<file path="config.mk">
export PLATFORM = sky130hd
export DESIGN_NAME = median_min_max_of_samples
export DESIGN_NICKNAME = d
export VERILOG_FILES = /design/src/rtl/core/medmm_pkg.sv /design/src/rtl/core/median_min_max_of_samples.sv /design/src/rtl/core/medmm_ram.sv /design/src/rtl/core/medmm_datapath.sv /design/src/rtl/core/medmm_ctrl.sv
export SDC_FILE = /design/constraint.sdc
export NUM_CORES = 2
export LEC_CHECK = 0
export ABC_AREA = 0
export BUFFER_PORTS_ARGS = -buffer_cell sky130_fd_sc_hd__buf_2
export CAP_MARGIN = 20
export CORE_MARGIN = 5
export CORE_UTILIZATION = 40
export DETAILED_ROUTE_END_ITERATION = 10
export GPL_TIMING_DRIVEN = 0
export SLEW_MARGIN = 5
export SYNTH_ARGS = -nofsm -noshare
export SYNTH_HDL_FRONTEND = slang
export SYNTH_SLANG_ARGS = --single-unit
</file>
<file path="constraint.sdc">
create_clock -name i_clk -period 8.35 [get_ports i_clk]
set_input_delay 0.835 -clock i_clk [delete_from_list [all_inputs] [get_ports i_clk]]
set_output_delay 0.835 -clock i_clk [all_outputs]
set_load 0.05 [all_outputs]
</file>
<file path="src/rtl/core/medmm_pkg.sv">
// ============================================================================
// medmm_pkg
// Shared sizes, sample type and controller/datapath interface structs for
// the median, minimum and maximum block.
// ============================================================================
package medmm_pkg;

    // Store capacity and sample width
    localparam int MAX_SAMPLES = 64;
    localparam int SAMPLE_BITS = 32;

    // Held-count and store-address widths
    localparam int CNT_W  = $clog2(MAX_SAMPLES + 1);
    localparam int ADDR_W = $clog2(MAX_SAMPLES);

    // Stream data widths, rounded up to whole bytes
    localparam int S_TDATA_W = ((SAMPLE_BITS + 7) / 8) * 8;
    localparam int M_TDATA_W = ((3 * SAMPLE_BITS + 7) / 8) * 8;

    localparam logic [CNT_W-1:0] CNT_FULL = CNT_W'(MAX_SAMPLES);

    typedef logic signed [SAMPLE_BITS-1:0] t_sample;

    // Commands from the controller to the datapath
    typedef struct packed {
        logic ld;         // latch the incoming beat, pos <= count
        logic drop;       // store full: discard sample, mark set as overflowed
        logic rd_prev;    // read entry pos-1
        logic shift;      // move read entry up to pos, pos <= pos-1
        logic ins;        // write sample at pos, bump count, track min/max
        logic rd_mid_hi;  // read entry count/2
        logic rd_mid_lo;  // read entry count/2-1
        logic take_hi;    // capture upper middle entry (median when odd)
        logic take_mean;  // median <= floor mean of both middle entries
        logic emit;       // load output register, empty the store
    } t_cmd;

    // Status from the datapath to the controller
    typedef struct packed {
        logic in_last;    // tlast of the beat on the input port
        logic last_q;     // latched tlast of the sample being inserted
        logic full;       // store holds MAX_SAMPLES entries
        logic empty;      // store holds nothing
        logic gt;         // entry read back is greater than the sample
        logic pos_one;    // insertion position is 1
        logic odd;        // held count is odd
        logic out_free;   // output register can take a new result
    } t_status;

endpackage

</file>
<file path="src/rtl/core/median_min_max_of_samples.sv">
// ============================================================================
// median_min_max_of_samples
// Collects a set of signed Q16.16 samples in sorted order and returns the
// median, minimum and maximum when the set closes.
// ============================================================================
// One sample is taken per input beat and inserted into a 64-entry sorted
// store by compare-and-shift through a RAM with one write and one registered
// read port, so each step of the shift reads an entry, then compares and
// moves it. The input stays closed until the sample is placed; the shift
// ends without a further read when the sample becomes the new smallest
// entry, the first sample of a set is written at once, and a sample that
// finds the store full is dropped. A beat with tlast set closes the set; the
// middle entries (one or two) are read before the result beat is loaded,
// one result per set. The median of an even count is the floor of the mean
// of the two middle samples. Samples beyond 64 are dropped and flagged in
// tuser. A new set may begin while the previous result waits on the output.
// ============================================================================
module median_min_max_of_samples
    import medmm_pkg::*;
(
    input  logic                 i_clk,
    input  logic                 i_rst_n,
    input  logic                 s_tvalid,
    output logic                 s_tready,
    input  logic [S_TDATA_W-1:0] s_tdata,   // [31:0] sample
    input  logic                 s_tlast,
    output logic                 m_tvalid,
    input  logic                 m_tready,
    output logic [M_TDATA_W-1:0] m_tdata,   // [31:0] median, [63:32] min, [95:64] max
    output logic                 m_tuser    // [0] overflowed
);

    t_cmd    w_cmd;
    t_status w_status;

    medmm_ctrl u_ctrl (
        .i_clk     (i_clk),
        .i_rst_n   (i_rst_n),
        .i_s_tvalid(s_tvalid),
        .o_s_tready(s_tready),
        .i_status  (w_status),
        .o_cmd     (w_cmd)
    );

    medmm_datapath u_dp (
        .i_clk     (i_clk),
        .i_rst_n   (i_rst_n),
        .i_cmd     (w_cmd),
        .o_status  (w_status),
        .i_s_tdata (s_tdata),
        .i_s_tlast (s_tlast),
        .o_m_tvalid(m_tvalid),
        .i_m_tready(m_tready),
        .o_m_tdata (m_tdata),
        .o_m_tuser (m_tuser)
    );

endmodule

</file>
<file path="src/rtl/core/medmm_ram.sv">
// ============================================================================
// medmm_ram
// Generic single-write, single-read RAM with registered read data.
// ============================================================================
module medmm_ram #(
    parameter int WIDTH = 32,
    parameter int DEPTH = 64
) (
    input  logic                     i_clk,
    input  logic                     i_we,
    input  logic [$clog2(DEPTH)-1:0] i_waddr,
    input  logic [WIDTH-1:0]         i_wdata,
    input  logic [$clog2(DEPTH)-1:0] i_raddr,
    output logic [WIDTH-1:0]         o_rdata
);

    logic [WIDTH-1:0] r_mem [DEPTH];
    logic [WIDTH-1:0] r_rdata;

    // Write port and registered read port
    always_ff @(posedge i_clk) begin
        if (i_we) begin
            r_mem[i_waddr] <= i_wdata;
        end
        r_rdata <= r_mem[i_raddr];
    end

    assign o_rdata = r_rdata;

endmodule

</file>
<file path="src/rtl/core/medmm_datapath.sv">
// ============================================================================
// medmm_datapath
// Sorted sample store, insertion position, count, running min/max, median
// arithmetic and the output register.
// ============================================================================
module medmm_datapath
    import medmm_pkg::*;
(
    input  logic                 i_clk,
    input  logic                 i_rst_n,
    input  t_cmd                 i_cmd,
    output t_status              o_status,
    input  logic [S_TDATA_W-1:0] i_s_tdata,
    input  logic                 i_s_tlast,
    output logic                 o_m_tvalid,
    input  logic                 i_m_tready,
    output logic [M_TDATA_W-1:0] o_m_tdata,
    output logic                 o_m_tuser
);

    // Control registers
    logic             r_valid, n_valid;
    logic [CNT_W-1:0] r_count, n_count;
    logic             r_dropped, n_dropped;

    // Payload registers
    logic [CNT_W-1:0] r_pos, n_pos;
    t_sample          r_sample, n_sample;
    logic             r_last, n_last;
    t_sample          r_min, n_min;
    t_sample          r_max, n_max;
    t_sample          r_hi, n_hi;
    t_sample          r_med, n_med;
    t_sample          r_o_med, n_o_med;
    t_sample          r_o_min, n_o_min;
    t_sample          r_o_max, n_o_max;
    logic             r_o_ovf, n_o_ovf;

    // Store access
    logic                   w_we;
    logic [ADDR_W-1:0]      w_waddr;
    logic [SAMPLE_BITS-1:0] w_wdata;
    logic [ADDR_W-1:0]      w_raddr;
    logic [SAMPLE_BITS-1:0] w_rdata;
    t_sample                w_rd;
    logic [CNT_W-1:0]       w_half;
    logic [SAMPLE_BITS:0]   w_sum;

    medmm_ram #(
        .WIDTH(SAMPLE_BITS),
        .DEPTH(MAX_SAMPLES)
    ) u_store (
        .i_clk  (i_clk),
        .i_we   (w_we),
        .i_waddr(w_waddr),
        .i_wdata(w_wdata),
        .i_raddr(w_raddr),
        .o_rdata(w_rdata)
    );

    assign w_rd   = t_sample'(w_rdata);
    assign w_half = r_count >> 1;

    // Pick the read address
    always_comb begin
        w_raddr = '0;
        if (i_cmd.rd_prev) begin
            w_raddr = ADDR_W'(r_pos - CNT_W'(1));
        end else if (i_cmd.rd_mid_hi) begin
            w_raddr = ADDR_W'(w_half);
        end else if (i_cmd.rd_mid_lo) begin
            w_raddr = ADDR_W'(w_half - CNT_W'(1));
        end
    end

    // Write either a shifted entry or the new sample at pos
    assign w_we    = i_cmd.shift | i_cmd.ins;
    assign w_waddr = ADDR_W'(r_pos);
    assign w_wdata = i_cmd.shift ? w_rdata : r_sample;

    // Floor mean of the two middle entries: sign-extended sum, drop the LSB
    assign w_sum = {w_rd[SAMPLE_BITS-1], w_rd} + {r_hi[SAMPLE_BITS-1], r_hi};

    // Next-state logic
    always_comb begin
        n_valid   = r_valid & ~i_m_tready;
        n_count   = r_count;
        n_dropped = r_dropped;
        n_pos     = r_pos;
        n_sample  = r_sample;
        n_last    = r_last;
        n_min     = r_min;
        n_max     = r_max;
        n_hi      = r_hi;
        n_med     = r_med;
        n_o_med   = r_o_med;
        n_o_min   = r_o_min;
        n_o_max   = r_o_max;
        n_o_ovf   = r_o_ovf;

        if (i_cmd.ld) begin
            n_pos    = r_count;
            n_sample = t_sample'(i_s_tdata[SAMPLE_BITS-1:0]);
            n_last   = i_s_tlast;
        end
        if (i_cmd.drop) begin
            n_dropped = 1'b1;
        end
        if (i_cmd.shift) begin
            n_pos = r_pos - CNT_W'(1);
        end
        if (i_cmd.ins) begin
            n_count = r_count + CNT_W'(1);
            if (r_count == '0) begin
                n_min = r_sample;
                n_max = r_sample;
            end else begin
                if (r_sample < r_min) n_min = r_sample;
                if (r_sample > r_max) n_max = r_sample;
            end
        end
        if (i_cmd.take_hi) begin
            n_hi  = w_rd;
            n_med = w_rd;
        end
        if (i_cmd.take_mean) begin
            n_med = t_sample'(w_sum[SAMPLE_BITS:1]);
        end
        if (i_cmd.emit) begin
            n_valid   = 1'b1;
            n_o_med   = r_med;
            n_o_min   = r_min;
            n_o_max   = r_max;
            n_o_ovf   = r_dropped;
            n_count   = '0;
            n_dropped = 1'b0;
        end
    end

    // Control registers
    always_ff @(posedge i_clk) begin
        if (!i_rst_n) begin
            r_valid   <= 1'b0;
            r_count   <= '0;
            r_dropped <= 1'b0;
        end else begin
            r_valid   <= n_valid;
            r_count   <= n_count;
            r_dropped <= n_dropped;
        end
    end

    // Payload registers
    always_ff @(posedge i_clk) begin
        r_pos    <= n_pos;
        r_sample <= n_sample;
        r_last   <= n_last;
        r_min    <= n_min;
        r_max    <= n_max;
        r_hi     <= n_hi;
        r_med    <= n_med;
        r_o_med  <= n_o_med;
        r_o_min  <= n_o_min;
        r_o_max  <= n_o_max;
        r_o_ovf  <= n_o_ovf;
    end

    // Status back to the controller
    assign o_status.in_last  = i_s_tlast;
    assign o_status.last_q   = r_last;
    assign o_status.full     = (r_count == CNT_FULL);
    assign o_status.empty    = (r_count == '0);
    assign o_status.gt       = (w_rd > r_sample);
    assign o_status.pos_one  = (r_pos == CNT_W'(1));
    assign o_status.odd      = r_count[0];
    assign o_status.out_free = ~r_valid | i_m_tready;

    // Output beat
    assign o_m_tvalid = r_valid;
    assign o_m_tdata  = M_TDATA_W'({r_o_max, r_o_min, r_o_med});
    assign o_m_tuser  = r_o_ovf;

endmodule

</file>
<file path="src/rtl/core/medmm_ctrl.sv">
// ============================================================================
// medmm_ctrl
// Sequencer for insertion, median readout and result hand-off.
// ============================================================================
module medmm_ctrl
    import medmm_pkg::*;
(
    input  logic    i_clk,
    input  logic    i_rst_n,
    input  logic    i_s_tvalid,
    output logic    o_s_tready,
    input  t_status i_status,
    output t_cmd    o_cmd
);

    localparam logic [2:0] S_IDLE   = 3'd0;
    localparam logic [2:0] S_RD     = 3'd1;
    localparam logic [2:0] S_CMP    = 3'd2;
    localparam logic [2:0] S_WR     = 3'd3;
    localparam logic [2:0] S_MID_RD = 3'd4;
    localparam logic [2:0] S_MID_A  = 3'd5;
    localparam logic [2:0] S_MID_B  = 3'd6;
    localparam logic [2:0] S_OUT    = 3'd7;

    logic [2:0] r_state, n_state;
    logic       w_accept;

    assign o_s_tready = (r_state == S_IDLE);
    assign w_accept   = i_s_tvalid & o_s_tready;

    // Next state and commands
    always_comb begin
        n_state = r_state;
        o_cmd   = '0;
        case (r_state)
            S_IDLE: begin
                if (w_accept) begin
                    o_cmd.ld = 1'b1;
                    if (i_status.full) begin
                        o_cmd.drop = 1'b1;
                        n_state    = i_status.in_last ? S_MID_RD : S_IDLE;
                    end else if (i_status.empty) begin
                        n_state = S_WR;
                    end else begin
                        n_state = S_RD;
                    end
                end
            end
            S_RD: begin
                o_cmd.rd_prev = 1'b1;
                n_state       = S_CMP;
            end
            S_CMP: begin
                // Move a larger neighbor up, or stop at this position
                if (i_status.gt) begin
                    o_cmd.shift = 1'b1;
                    n_state     = i_status.pos_one ? S_WR : S_RD;
                end else begin
                    n_state = S_WR;
                end
            end
            S_WR: begin
                o_cmd.ins = 1'b1;
                n_state   = i_status.last_q ? S_MID_RD : S_IDLE;
            end
            S_MID_RD: begin
                o_cmd.rd_mid_hi = 1'b1;
                n_state         = S_MID_A;
            end
            S_MID_A: begin
                o_cmd.take_hi = 1'b1;
                if (i_status.odd) begin
                    n_state = S_OUT;
                end else begin
                    o_cmd.rd_mid_lo = 1'b1;
                    n_state         = S_MID_B;
                end
            end
            S_MID_B: begin
                o_cmd.take_mean = 1'b1;
                n_state         = S_OUT;
            end
            S_OUT: begin
                // Hold until the output register is free
                if (i_status.out_free) begin
                    o_cmd.emit = 1'b1;
                    n_state    = S_IDLE;
                end
            end
            default: begin
                n_state = S_IDLE;
            end
        endcase
    end

    always_ff @(posedge i_clk) begin
        if (!i_rst_n) begin
            r_state <= S_IDLE;
        end else begin
            r_state <= n_state;
        end
    end

endmodule

</file>
# Word level (Yosys, flattened, before mapping)
# Memories as Yosys holds them, arrays and structs flattened. A register that Yosys moved wholly into a read port is not among the register bits.
# Cells that the tools add are included.
[totals] ff_bits=277 mem_bits_rw=2048 output_inout_bits=99 word_cells=89 memories=1
[classes] n_addsub=4 magnitude_cmp=3 n_eq_ne=11 n_mux=38 bitwise=7 n_reduce_logical=10
[memory_table] memory="u_dp.u_store.r_mem" words=64 word_bits=32 read_ports=1 rd_clocked_by_memory_dff=1 wr=1 line_no="medmm_ram.sv:17" source="logic [WIDTH-1:0] r_mem [DEPTH];"
[op_table] cell="$mux W32" count=7
[op_table] cell="$gt A32 B32 Y1" count=2
[op_table] cell="$add A32 B32 Y33" count=1
[op_table] cell="$lt A32 B32 Y1" count=1
[op_table] cell="$pmux W3 S8" count=1
[op_table] cell="$mux W3" count=6
[op_table] cell="$mux W6" count=3
[op_table] cell="$mux W1" count=14
[op_table] cell="$mux W7" count=2
[op_table] cell="$eq A3 B3 Y1 const B" count=4
[op_table] cell="$mux W2" count=5
[op_table] cell="$reduce_bool A2 Y1" count=4
[op_table] cell="$add A7 B1 Y7 const B" count=1
[op_table] cell="$eq A7 B1 Y1 const B" count=1
[op_table] cell="$eq A7 B7 Y1 const B" count=1
[op_table] cell="$logic_not A7 Y1" count=1
[op_table] cell="$sub A7 B1 Y7 const B" count=1
[op_table] cell="$eq A3 B2 Y1 const B" count=2
[op_table] cell="$reduce_and A2 Y1" count=3
[op_table] cell="$sub A6 B1 Y6 const B" count=1
[op_table] cell="$eq A3 B1 Y1 const B" count=1
[op_table] cell="$logic_not A3 Y1" count=1
[op_table] cell="$not A1 Y1" count=3
[op_table] cell="$and A1 B1 Y1" count=2
[op_table] cell="4 further kinds" count=5

# Longest topological paths before layout
[logic_depth] depth_word=6 depth_mapped=15

# Modules after synthesis
# From an unflattened synthesis, not the netlist that was laid out.
[unflattened] hier_cells=4437 area_unflattened_um2=92388.6
[by_module_without_submodules] mod="medmm_ram" n_inst=1 cells_each=3324 area_each_um2=78515.3 seq_area_each_um2=62139.6
[by_module_without_submodules] mod="medmm_datapath" n_inst=1 cells_each=1074 area_each_um2=13544.2 seq_area_each_um2=8137.8
[by_module_without_submodules] mod="medmm_ctrl" n_inst=1 cells_each=39 area_each_um2=329.1 seq_area_each_um2=60.1

# Least setup slack after synthesis
# Ideal clock, no wire load.
[synth_path] kind="register -> register" from="register u_dp.r_sample[1]" to="memory u_dp.u_store.r_mem[27][0], enable pin" setup_time_ns=0.501 arrival_time_ns=5.485 slack_ns=2.364 path_stages_with_launch=14 n_path_buf=2 period_less_slack_ns=5.986 cell_sequence="edfxtp_1 inv_1 ha_1 nor2b_1 o21a_1 o21ai_1 a21oi_1 o31a_1 o31ai_2 and3_1 buf_2 nor3_2 buf_2 nor4_1"
[synth_via] elab_chain_cells=6
[synth_rtl] item="start, declared" line_no="medmm_datapath.sv:28" source="t_sample r_sample, n_sample;"
[synth_rtl] item="start signal, assigned" line_no="medmm_datapath.sv:156" source="r_sample <= n_sample;"
[synth_rtl] item="$gt A32 B32 Y1" line_no="medmm_datapath.sv:173" source="assign o_status.gt = (w_rd > r_sample);"
[synth_rtl] item="$mux W1" line_no="medmm_ctrl.sv:55" source="if (i_status.gt) begin"
[synth_rtl] item="$mux W1" line_no="medmm_ctrl.sv:35" source="case (r_state)"
[synth_rtl] item="$or A1 B1 Y1" line_no="medmm_datapath.sv:77" source="assign w_we = i_cmd.shift | i_cmd.ins;"
[synth_rtl] item="$mux W1" line_no="medmm_ram.sv:22" source="if (i_we) begin"
[synth_rtl] item="$mux W1 (implied by the code)" line_no="medmm_ram.sv:23" source="r_mem[i_waddr] <= i_wdata;"
[synth_rtl] item="end, declared" line_no="medmm_ram.sv:17"
# No other way between the ends.

# Worst setup path after layout
[layout_path] from="register u_dp.r_pos[0]" to="register u_dp.u_store.r_rdata[22] (netlist: u_dp.u_store.o_rdata[22]), read port of u_dp.u_store.r_mem"
[layout_via] elab_chain_cells=2
[layout_rtl] item="start, declared" line_no="medmm_datapath.sv:27" source="logic [CNT_W-1:0] r_pos, n_pos;"
[layout_rtl] item="start signal, assigned" line_no="medmm_datapath.sv:155" source="r_pos <= n_pos;"
[layout_rtl] item="$sub A7 B1 Y7" line_no="medmm_datapath.sv:68" source="w_raddr = ADDR_W'(r_pos - CNT_W'(1));"
[layout_rtl] item="$mux W6" line_no="medmm_datapath.sv:67" source="if (i_cmd.rd_prev) begin"
[layout_rtl] item="end, declared" line_no="medmm_ram.sv:18" source="logic [WIDTH-1:0] r_rdata;"
# No other way between the ends.
# A chain may end at the register's enable or synchronous reset.

==> flow_metrics.py <==
metrics = {
    "logic_synthesis": {
        "synth_area_leaders": "edfxtp_1 74%, mux4_2 8.3%, nand2_1 3.6%",
        "yosys.area.top_type_share": 0.7383,
        "ys.warnings.count": 0,
        "ys_seq_elements": 2357,
        "synthDistinctLibCells": 69,
        "synth_nets": 5696,
        "synth.avg_cell_area_um2": 17.02,
        "synth_flop_cell": "edfxtp_1",
        "syn_inst": 5526,
        "synthArstFlopShare": 0,
        "netlist_area_um2": 94070,
        "yosysSeqAreaShare": 0.7477,
        "synth-edff-count": 2313,
        "synth_top_area_cell": "edfxtp_1",
    },
    "floorplanning": {
        "ioPinCount": 136,
        "start_util": 0.4007,
        "die-height_um": 495.0,
        "rows": 178,
        "core-area_um2": 234700,
        "die_x_um": 495.0,
        "die_area_um2": 245000,
    },
    "timing": {
        "fin_crit_sh": 0.7516,
        "drv_slew": 0,
        "setup_viol": 0,
        "worstMarginPinSlew_ns": 1.342,
        "relSlewSlack": 0.1055,
        "finalClockSkew_ns": 0.09414,
        "setup_tns_ns": 0,
        "fmax_ghz": 0.1593,
        "min_period_ns": 6.276,
        "rsz0062_at_grt": "no",
        "finalHoldWorstSlack_ns": 0.1288,
        "hold_viol_final": 0,
    },
    "worst_setup_path": {
        "path_class": "reg2reg",
        "path_common_cell": "buf_2",
        "slowest_delay_ns": 0.69,
        "slowest_stage": "o32ai_1",
        "crit_chain": "inv_1 -> ha_1 -> xor2_1 -> a32oi_1 -> buf_2 -> nand2_2 -> buf_2 -> buf_2 -> buf_2 -> buf_2 -> nand2_1 -> o32ai_1 -> a21oi_1 -> a21oi_1",
        "worstPathArrival_ns": 6.98,
        "cp-end-kind": "register",
        "start_kind": "register",
        "path_max_fanout": 10,
        "reg2reg_depth": 14,
        "worst-endpoint-required_ns": 9.05,
    },
    "cts": {
        "cts_made_buffers": 233,
        "post_cts_buffers": 0,
        "cts.repair.resized": 0,
        "clockRootBuffer": "clkbuf_16",
        "ctsHoldBuffers": 0,
        "cts_num_sinks": 2357,
        "cts.clk_slew.worst_paths_ns": 0.06,
        "cts_buffer_depth": 3,
        "htreeDepth": 4,
        "insertion_delay_ns": 0.91,
        "cts_tree": "yes",
    },
    "run_status": {
        "status": "finished, final reports clean",
    },
    "final_layout": {
        "largest-register": "u_dp.u_store.r_mem",
        "final_area_um2": 110600,
        "layout.cells.most_common_list": "2313 x edfxtp_1, 896 x nand2_1, 346 x mux4_2, 282 x buf_4, 279 x buf_2",
        "syn_to_final_growth_pct": 17.55,
        "largest_reg_flops": 2048,
        "final_common_cell": "edfxtp_1",
        "n_fill_cell": 19998,
        "nets": 6456,
        "drive_gt1_frac": 0.2315,
        "final_core_utilization": 0.4711,
    },
    "placed_design": {
        "portBuffers": 135,
        "dpl_cell_area_um2": 103100,
        "dp_hpwl_um": 227800,
        "routabilityCongestion": 0.9420,
    },
    "detailed_routing": {
        "antenna_left": 0,
        "wl_per_cell_um": 32.49,
        "routed-via-count": 57577,
        "vias_per_cell": 5.975,
        "wl_um": 313100,
        "drt_pre_antenna_iters": 6,
        "drt_iter0_markers": 8390,
        "drt_drc_violations_left": 0,
    },
    "global_routing": {
        "grt_pass1_vias": 54477,
        "grt_pass1_wl_um": 429800,
        "antenna_found_initial": 21,
        "grt_max_degree": 65,
        "grt_overflow": 0,
        "gr-usage-all-layers": 0.2503,
    },
    "power": {
        "ir_worst_vdd_uv": 248.5,
        "power_density_nw_per_um2": 373.8,
        "leakage_nw": 37.49,
    },
    "worst_hold_path": {
        "worst_hold_path.num_cells": 1,
        "hold_path_class": "in2reg",
    },
    "run": {
        "drv_cap": 0,
    },
}
[per-layer routing]
layer	vias up	wire, um	GRT usage
li1	23404	-	-
met1	29598	118200	0.3376
met2	3871	138000	0.3755
met3	694	38880	0.07159
met4	10	17870	0.1204
met5	-	76	0.0007828
[area by class of cell]
type | count | area, um2 | area share
antenna | 15 | 37.54 | 0.0003395
buffer | 333 | 1679 | 0.01519
clock buffer | 296 | 6191 | 0.05599
clock inverter | 125 | 1215 | 0.01099
inverter | 121 | 454.2 | 0.004107
multi-input combinational | 2715 | 22170 | 0.2005
sequential | 2357 | 70340 | 0.6361
tap | 3150 | 3941 | 0.03564
timing repair buffer | 525 | 4553 | 0.04118
[worst paths after layout]
kind,from,to,slack (ns)
worst min-delay path,s_tdata[5],u_dp.r_sample[5],0.13
worst max-delay path,u_dp.r_pos[0],u_dp.u_store.o_rdata[22],2.07
worst min register to register,u_dp.r_min[18],u_dp.r_o_min[18],0.41
worst max register to register,u_dp.r_pos[0],u_dp.u_store.o_rdata[22],2.07
[cells in the mapped netlist (48+ instances only)]
master and instances:
nor2_1 75, and3_1 100, nand3_1 206, a21oi_1 140, nor3_1 48, edfxtp_1 2313, a31oi_1 80, a211oi_1 74
nand2_1 896, clkbuf_1 114, o21ai_0 81, mux4_2 346, buf_2 141, a311oi_1 160, inv_1 121, ha_1 132
[worst max-delay path: cells and delay by family, from the launching register on]
family / cells / cell delay [ns]
flip-flops: 1 / 0.64
AO/OA/AOI/OAI: 4 / 1.79
buffers and inverters: 6 / 2.32
adder cells (fa/ha/maj): 1 / 0.30
AND/OR/NAND/NOR: 2 / 0.76
XOR/XNOR: 1 / 0.24
[logic make-up after synthesis]
| group | Yosys count | synth area share |
|---|---|---|
| compound gates | 691 | 0.05159 |
| xor+xnor | 40 | 0.003724 |
| fa+ha+maj | 133 | 0.01777 |
| buf+inv | 454 | 0.02266 |
| flops | 2357 | 0.7477 |
| mux | 395 | 0.08841 |
| simple gates | 1456 | 0.06813 |
[power breakdown]
| group | internal [mW] | leakage, nW | switching, mW |
|---|---|---|---|
| combinational | 4.13 | 12.7 | 11.4 |
| sequential | 15.2 | 21.2 | 0.410 |
| clock | 5.70 | 3.59 | 4.55 |
[through the flow]
stage | instances | setup slack [ns] | power (mW)
4_1_cts | 9617 | 2.377 | 40.88
3_5_place_dp | 9196 | 2.420 | 30.73
5_1_grt | 9625 | 2.010 | 42.35
2_1_floorplan | 5526 | 2.364 | 23.17
3_3_place_gp | 8811 | -3.683 | 30.14
6_report | 9637 | 2.074 | 41.34
Power figures use the tool's default switching activity.
